<file path="src/lsact_pkg.sv">
// Shared types and constants of the LRU set-associative cache tracker.
// Holds the request codes, register indexes, controller states and the
// command and status groups between controller and datapath. No dependencies.
package lsact_pkg;

    // Fixed field widths
    localparam int ADDR_W     = 64;
    localparam int TAG_W      = 64;
    localparam int TOTAL_W    = 32;
    localparam int REQ_W      = 2;
    localparam int CFG_IDX_W  = 2;
    localparam int CFG_DATA_W = 8;

    // Request kinds; the unused code behaves as a load
    localparam logic [REQ_W-1:0] REQ_LOAD   = 2'd0;
    localparam logic [REQ_W-1:0] REQ_STORE  = 2'd1;
    localparam logic [REQ_W-1:0] REQ_MODIFY = 2'd2;

    // Configuration register indexes
    localparam logic [CFG_IDX_W-1:0] CFG_SET_INDEX_BITS    = 2'd0;
    localparam logic [CFG_IDX_W-1:0] CFG_BLOCK_OFFSET_BITS = 2'd1;
    localparam logic [CFG_IDX_W-1:0] CFG_WAYS_IN_USE       = 2'd2;

    // Configuration reset values
    localparam logic [2:0] SET_INDEX_BITS_RST    = 3'd0;
    localparam logic [5:0] BLOCK_OFFSET_BITS_RST = 6'd0;
    localparam logic [3:0] WAYS_IN_USE_RST       = 4'd1;

    // Controller states
    typedef enum logic [1:0] {
        ST_CLEAR,
        ST_IDLE,
        ST_UPDATE
    } t_state;

    // Commands from the controller to the datapath
    typedef struct packed {
        logic clear_en;
        logic req_ready;
        logic commit;
    } t_ctrl_cmd;

    // Status from the datapath to the controller
    typedef struct packed {
        logic req_valid;
        logic clear_last;
        logic rsp_stall;
    } t_ctrl_status;

endpackage

</file>
<file path="src/lsact_ctrl.sv">
// Controller of the cache tracker: clearing pass after reset, accepting an
// item, and the update step that waits for the response register to free.
// Depends on lsact_pkg.
module lsact_ctrl import lsact_pkg::*; (
    input  logic         i_clk,
    input  logic         i_rst_n,
    input  t_ctrl_status i_status,
    output t_ctrl_cmd    o_cmd
);

    t_state r_state;
    t_state n_state;

    // State register
    always_ff @(posedge i_clk) begin
        if (!i_rst_n) begin
            r_state <= ST_CLEAR;
        end else begin
            r_state <= n_state;
        end
    end

    // Next state
    always_comb begin
        n_state = r_state;
        case (r_state)
            ST_CLEAR: begin
                if (i_status.clear_last) begin
                    n_state = ST_IDLE;
                end
            end
            ST_IDLE: begin
                if (i_status.req_valid) begin
                    n_state = ST_UPDATE;
                end
            end
            ST_UPDATE: begin
                if (!i_status.rsp_stall) begin
                    n_state = ST_IDLE;
                end
            end
            default: begin
                n_state = ST_CLEAR;
            end
        endcase
    end

    // Commands
    always_comb begin
        o_cmd = '0;
        case (r_state)
            ST_CLEAR: begin
                o_cmd.clear_en = 1'b1;
            end
            ST_IDLE: begin
                o_cmd.req_ready = 1'b1;
            end
            ST_UPDATE: begin
                o_cmd.commit = !i_status.rsp_stall;
            end
            default: begin
                o_cmd = '0;
            end
        endcase
    end

endmodule

</file>
<file path="config.mk">
export PLATFORM = sky130hd
export DESIGN_NAME = lsact_ctrl
export DESIGN_NICKNAME = d
export VERILOG_FILES = /design/src/lsact_pkg.sv /design/src/lsact_ctrl.sv
export SDC_FILE = /design/constraint.sdc
export NUM_CORES = 1
export LEC_CHECK = 0
export ABC_CLOCK_PERIOD_IN_PS = 1020
export BUFFER_PORTS_ARGS = -buffer_cell sky130_fd_sc_hd__buf_4
export CORE_AREA = 2 2 39 41
export CTS_BUF_LIST = sky130_fd_sc_hd__clkbuf_2 sky130_fd_sc_hd__clkbuf_4 sky130_fd_sc_hd__clkbuf_8
export DETAILED_ROUTE_END_ITERATION = 7
export DIE_AREA = 0 0 41 43
export GPL_TIMING_DRIVEN = 0
export PLACE_DENSITY = 0.3
export SLEW_MARGIN = 20
export SYNTH_ARGS = -nofsm -noshare
export SYNTH_HDL_FRONTEND = slang
export SYNTH_SLANG_ARGS = --single-unit
</file>
<file path="constraint.sdc">
create_clock -name i_clk -period 1.02 [get_ports i_clk]
set_clock_uncertainty 0.2 [all_clocks]
set_input_delay 0 -clock i_clk [delete_from_list [all_inputs] [get_ports i_clk]]
set_output_delay 0 -clock i_clk [all_outputs]
set_load 0.03 [all_outputs]
</file>
==> results.json, run 1 <==
{
  "status": "finished, violations left",
  "violations": "negative hold slack, negative setup slack",
  "r2r_setup_slack_ps": -120,
  "num_rows": 14,
  "hold_path.class": "primary input to flop",
  "yosysSeqAreaShare_pct": 31.07,
  "synth.avg_cell_area_um2": 9.205,
  "synth_area_leader_cell": "dfxtp_1",
  "clock_tree.root_cell": "clkbuf_4",
  "wirelength_um": 294,
  "routedWlPerCell_um": 6.682,
  "ys_ff_latch": 2,
  "setup_viol": 5,
  "pwr-share-seq_pct": 24.9,
  "maxCapViolations": 0,
  "gp_congestion": 0.5815,
  "grt_max_degree": 6,
  "start_util_pct": 9.313,
  "total_power_uw": 378.7,
  "crit_buf_inv": 1,
  "netlist_instances": 14,
  "crit_arrival_ps": 1050,
  "drv_slew": 0,
  "end_kind": "flop",
  "grtUsageTotal_pct": 4.910,
  "finalCritPeriodShare_pct": 111.4,
  "ys.warnings.count": 0,
  "hold_slack_ps": -103.0,
  "startpoint": "r_state[1]",
  "cpMaxStageDelayCell": "dfxtp_4",
  "portBuffers": 7,
  "fill_cells": 149,
  "drc": 0,
  "hpwl_um": 211.8,
  "finalNonFillerCells": 44,
  "rsz0062_at_grt": "true",
  "core_area_um2": 1384,
  "pwr_density_cell_nw_per_um2": 1256,
  "synth_edf_count": 0,
  "ant_nets": 0,
  "cts_buffers": 3,
  "antenna_cells": 0,
  "layout-drive-gt1-share_pct": 67.86,
  "cp_max_fo": 5,
  "internal-power_uw": 279.0,
  "min_from": "i_status[0]",
  "required_ps": 940,
  "syn-cell-area_um2": 128.9,
  "critPathMaxStageDelay_ps": 340,
  "dpl-instance-area_um2": 212.7,
  "crit_type": "flop to flop",
  "comb_power_share_pct": 30.2,
  "cp_top_family": "flip-flops",
  "largest_reg_flops": 2,
  "nets": 35,
  "synth_area_leaders": "dfxtp_1, o41ai_2, nand3b_1, nand4bb_1, and2b_2",
  "worst_slew_pin_slew_ps": 209.9,
  "regMostFlops": "r_state",
  "place_inst": 37,
  "vias_per_cell": 3.386,
  "fmax_mhz": 880.4,
  "antenna_found_initial": 0,
  "die_w_um": 41,
  "critical_path.cell_chain": "buf_6 > and2_4 > o41ai_2",
  "syn_nets": 19,
  "grt_pass1_vias": 136,
  "num_vias": 149,
  "p_clk_share_pct": 45.0,
  "dieArea_um2": 1763,
  "synth_async_sr_flop_share_pct": 0,
  "synth_top_area_share_pct": 31.07,
  "layout.cell_area.non_filler_um2": 301.5,
  "synth_cell_types": 11,
  "clkLatencyLatePin_ps": 220,
  "fp.dieH_um": 43,
  "synth-main-ff-cell": "dfxtp_1",
  "switching_power_uw": 99.70,
  "clk_path_buf_depth": 2,
  "pin_count": 8,
  "tritoncts": "done",
  "fin_crit_ps": 1136,
  "start_kind": "flop",
  "area_delta_synth_final_pct": 134.0,
  "grt_overflow": 0,
  "cts_hold_buf": 3,
  "relSlewSlack_pct": 85.86,
  "synth_common_cells": "dfxtp_1, nand3b_1, nor2_1",
  "grt_pass1_wl_um": 503,
  "first_pass_iters": 2,
  "ir_worst_vdd_uv": 666.1,
  "p_leak_uw": 0.0001279,
  "path_clk_slew_ps": 30,
  "hold_viol_final": 2,
  "p_sw_share_pct": 26.33,
  "reg_top3": "r_state: 2 flops",
  "worst_slack_ps": -115.9,
  "r2r-start": "r_state[1]",
  "cts_max_level": 1,
  "dr.first_iter.drc_count": 1,
  "cts_sinks": 2
}
[worst paths after layout]
path / to / depth (start not counted)
max: r_state[0] / 3
min: r_state[1] / 3
max reg2reg: r_state[0] / 3
min reg2reg: r_state[0] / 2
[power groups by stage]
stage	Clock [µW]	Sequential [µW]	Combinational (µW)
after floorplan	0	97.0	54.3
after global placement	0	99.8	86.7
after detailed placement	0	99.5	86.8
after CTS	185	93.3	111
after global routing	196	95.4	123
final	170	94.1	114
[through the flow]
stage / TNS, ps / hold slack [ps] / setup WS [ps] / util (%)
floorplan: 0 / -154.4 / 12.25 / -
global placement: -171.1 / 88.05 / -108.8 / 15.37
detailed placement: -148.1 / 78.54 / -102.4 / 15.37
CTS: -383.8 / -128.5 / -125.9 / 21.25
global route: -593.5 / -87.59 / -168.6 / 21.79
finish: -320.4 / -103.0 / -115.9 / 21.79
[repair_timing]
item	in CTS	in global routing
pin swaps	0	1
buffers inserted	2	0
setup endpoints to repair	4	5
hold endpoints to repair	2	2
gates resized for setup	8	2
[placed cells by master (no fill, tap or decap)]
| cell | n |
|---|---|
| nor2_1 | 2 |
| nor3b_4 | 1 |
| nand4bb_1 | 1 |
| dfxtp_4 | 2 |
| buf_4 | 5 |
| a21oi_2 | 1 |
| dlygate4sd3_1 | 3 |
| o41ai_2 | 1 |
| nand3b_1 | 2 |
| inv_1 | 1 |
| clkbuf_4 | 3 |
| buf_6 | 4 |
| and2_4 | 1 |
| and2b_2 | 1 |
[logic make-up after synthesis]
logic type | synth area share (%)
buffers and inverters | 8.737
AOI/OAI and AO/OA | 16.50
and+or+nand+nor | 43.69
DFF | 31.07
[area by class of cell]
type / count / area, µm² / area share [%]
clock buffer: 3 / 22.52 / 7.469
inverter: 1 / 3.754 / 1.245
multi-input combinational: 10 / 95.09 / 31.54
sequential: 2 / 47.55 / 15.77
tap: 16 / 20.02 / 6.639
timing repair buffer: 12 / 112.6 / 37.34
[routing by layer]
| layer | wire, µm | global-route usage, % | vias up |
|---|---|---|---|
| li1 | - | - | 79 |
| met1 | 150 | 5.751 | 60 |
| met2 | 92 | 5.000 | 10 |
| met3 | 51 | 6.283 | 0 |
| met4 | 0 | 2.000 | 0 |
| met5 | 0 | 0 | - |
[tightest hold or removal path, stage by stage]
cell and delay [ps]:
buf_4 130, nand3b_1 100, a21oi_2 50
No activity file was read; power rests on OpenSTA's default activity.
==> inputs of run 2 (changes only) <==
--- a/config.mk
+++ b/config.mk
@@ -5,6 +5,7 @@
 export SDC_FILE = /design/constraint.sdc
 export NUM_CORES = 1
 export LEC_CHECK = 0
+export ABC_AREA = 1
 export ABC_CLOCK_PERIOD_IN_PS = 1020
 export BUFFER_PORTS_ARGS = -buffer_cell sky130_fd_sc_hd__buf_4
 export CORE_AREA = 2 2 39 41
==> run 2 against run 1 <==
  * The run ends with negative setup slack left
  * Sequential power rose by 3.3%
  * Wire length rose by 8.8%
  * Utilization rose by 0.27 points
  * Flip-flop and latch count did not move
  * Synthesized cell count rose by 29%
  * Non-clock buffer count did not move
  * Critical path type is now flop to output port
  * Highest routed layer unchanged
==> results.json, run 2 <==
{
  "grt_pass1_wl_um": 552,
  "grt_overflow": 0,
  "synth_area_leader_cell": "dfxtp_1",
  "end_kind": "output port",
  "antenna_found_initial": 0,
  "startpoint": "r_state[0]",
  "fp.dieH_um": 43,
  "cts_buffers": 3,
  "crit_arrival_ps": 920,
  "layout-drive-gt1-share_pct": 59.38,
  "maxCapViolations": 0,
  "vias_per_cell": 3.396,
  "ant_nets": 0,
  "syn-cell-area_um2": 115.1,
  "syn_nets": 23,
  "synth_top_area_share_pct": 34.78,
  "violations": "negative setup slack",
  "tritoncts": "done",
  "wirelength_um": 320,
  "relSlewSlack_pct": 90.92,
  "layout.cell_area.non_filler_um2": 305.3,
  "synth_cell_types": 10,
  "gp_congestion": 0.6167,
  "min_from": "i_status[0]",
  "ir_worst_vdd_uv": 323.1,
  "grt_pass1_vias": 185,
  "start_util_pct": 8.318,
  "ys.warnings.count": 0,
  "synth_edf_count": 0,
  "drv_slew": 0,
  "hold_path.class": "primary input to output port",
  "synth.avg_cell_area_um2": 6.395,
  "reg2reg_depth": 5,
  "antenna_cells": 0,
  "num_rows": 14,
  "start_kind": "flop",
  "finalCritPeriodShare_pct": 109.6,
  "netlist_instances": 18,
  "crit_type": "flop to output port",
  "worst_slack_ps": -97.56,
  "dr.first_iter.drc_count": 0,
  "core_area_um2": 1384,
  "synth_async_sr_flop_share_pct": 0,
  "routedWlPerCell_um": 6.667,
  "cp_max_fo": 3,
  "pwr_density_cell_nw_per_um2": 1272,
  "fmax_mhz": 894.8,
  "dp_slack_ps": -89.41,
  "dieArea_um2": 1763,
  "synth_common_cells": "inv_1, nand2_1, nor2_1",
  "cts_sinks": 2,
  "pin_count": 8,
  "hold_viol_final": 0,
  "worst_slew_pin_slew_ps": 134.8,
  "clk_path_buf_depth": 2,
  "whs_path_depth": 3,
  "ys_ff_latch": 2,
  "grt_max_degree": 6,
  "clock_tree.root_cell": "clkbuf_4",
  "drc": 0,
  "rsz0062_at_grt": "true",
  "clkLatencyLatePin_ps": 220,
  "r2r-start": "r_state[0]",
  "die_w_um": 41,
  "synth-main-ff-cell": "dfxtp_1",
  "p_leak_uw": 0.0001369,
  "synth_area_leaders": "dfxtp_1, inv_1, nand2_1, nor2_1, nand3_2",
  "num_vias": 163,
  "layout_common_cells": "dlygate4sd3_1, buf_4, nand2_1, clkbuf_4, buf_6",
  "cts_max_level": 1,
  "required_ps": 820,
  "first_pass_iters": 1,
  "reg_top3": "r_state: 2 flops",
  "path_clk_slew_ps": 30,
  "dpl-instance-area_um2": 206.4,
  "area_delta_synth_final_pct": 165.2,
  "largest_reg_flops": 2,
  "hpwl_um": 239,
  "grtUsageTotal_pct": 5.311,
  "portBuffers": 7,
  "setup_viol": 4,
  "fin_crit_ps": 1118,
  "status": "finished, violations left",
  "yosysSeqAreaShare_pct": 34.78,
  "yosysMostFrequentCell": "inv_1",
  "nets": 39,
  "regMostFlops": "r_state"
}
[run 2: cell count changes after synthesis, sizes merged]
| cell | change |
|---|---|
| inv | +3 |
| nand2 | +3 |
| nand3 | +2 |
| nand3b | -2 |
| and2 | -1 |
| and2b | -1 |
| nand4bb | -1 |
| nor2 | +1 |
| nor3 | +1 |
| nor3b | -1 |
| o21ai | +1 |
| o41ai | -1 |
[run 2: final cells by class]
type / instances / area (µm²)
Inverter: 4 / 17.52
Sequential cell: 2 / 47.55
Tap cell: 16 / 20.02
Multi-Input combinational cell: 11 / 73.82
Clock buffer: 3 / 22.52
Fill cell: 161 / 1079
Timing Repair Buffer: 12 / 123.9
[run 2: kinds of logic (layout without fill, tap and decap cells)]
family / count (synthesis) / count (layout) / synth area share (%)
buffers and inverters: 5 / 19 / 19.56
and+or+nand+nor: 9 / 9 / 36.95
AOI/OAI and AO/OA: 2 / 2 / 8.687
DFF: 2 / 2 / 34.78
[run 2: timing repair]
action	4_1_cts	5_1_grt
pin swaps	2	1
gates resized for setup	10	1
hold buffers	4	0
setup endpoints to repair	5	4
endpoints found under the hold margin	2	0
buffers inserted	1	0
[run 2: report_power, final]
group	internal, µW	total [µW]	switching [µW]	leakage, µW
clock	129	170	41.0	0.0000138
sequential	84.6	97.2	12.7	0.0000178
combinational	66.5	120	54.0	0.000105
[run 2: layer usage]
layer,share of wire (%),global-route usage [%],up-vias
met2,61,7.500,4
li1,-,-,83
met4,0,8.000,0
met1,33,3.514,76
met3,6.3,3.141,0
met5,0,0,-
[run 2: final timing paths]
| path | slack (ps) | endpoint |
|---|---|---|
| worst max register to register | 0 | r_state[0] |
| worst min register to register | 330 | r_state[1] |
| worst min-delay path | 60 | o_cmd[0] |
| worst max-delay path | -100 | o_cmd[2] |
[run 2: critical path, stage by stage (launching register included)]
cell,delay (ps)
dfxtp_4,350
buf_12,130
nor2_4,80
buf_6,130
[run 2: metrics by stage]
stage / hold WS, ps / power [µW] / cells / utilization (%) / TNS (ps)
4_1_cts: 63.98 / 400.6 / 48 / 21.88 / -336.1
6_report: 61.19 / 388.2 / 48 / 22.06 / -233.8
3_5_place_dp: 44.64 / 185.1 / 41 / 14.92 / -128.2
3_3_place_gp: 39.13 / 185.4 / 41 / 14.92 / -143.0
2_1_floorplan: -155.2 / 149.9 / 18 / - / -43.01
5_1_grt: 69.58 / 419.2 / 48 / 22.06 / -418.1
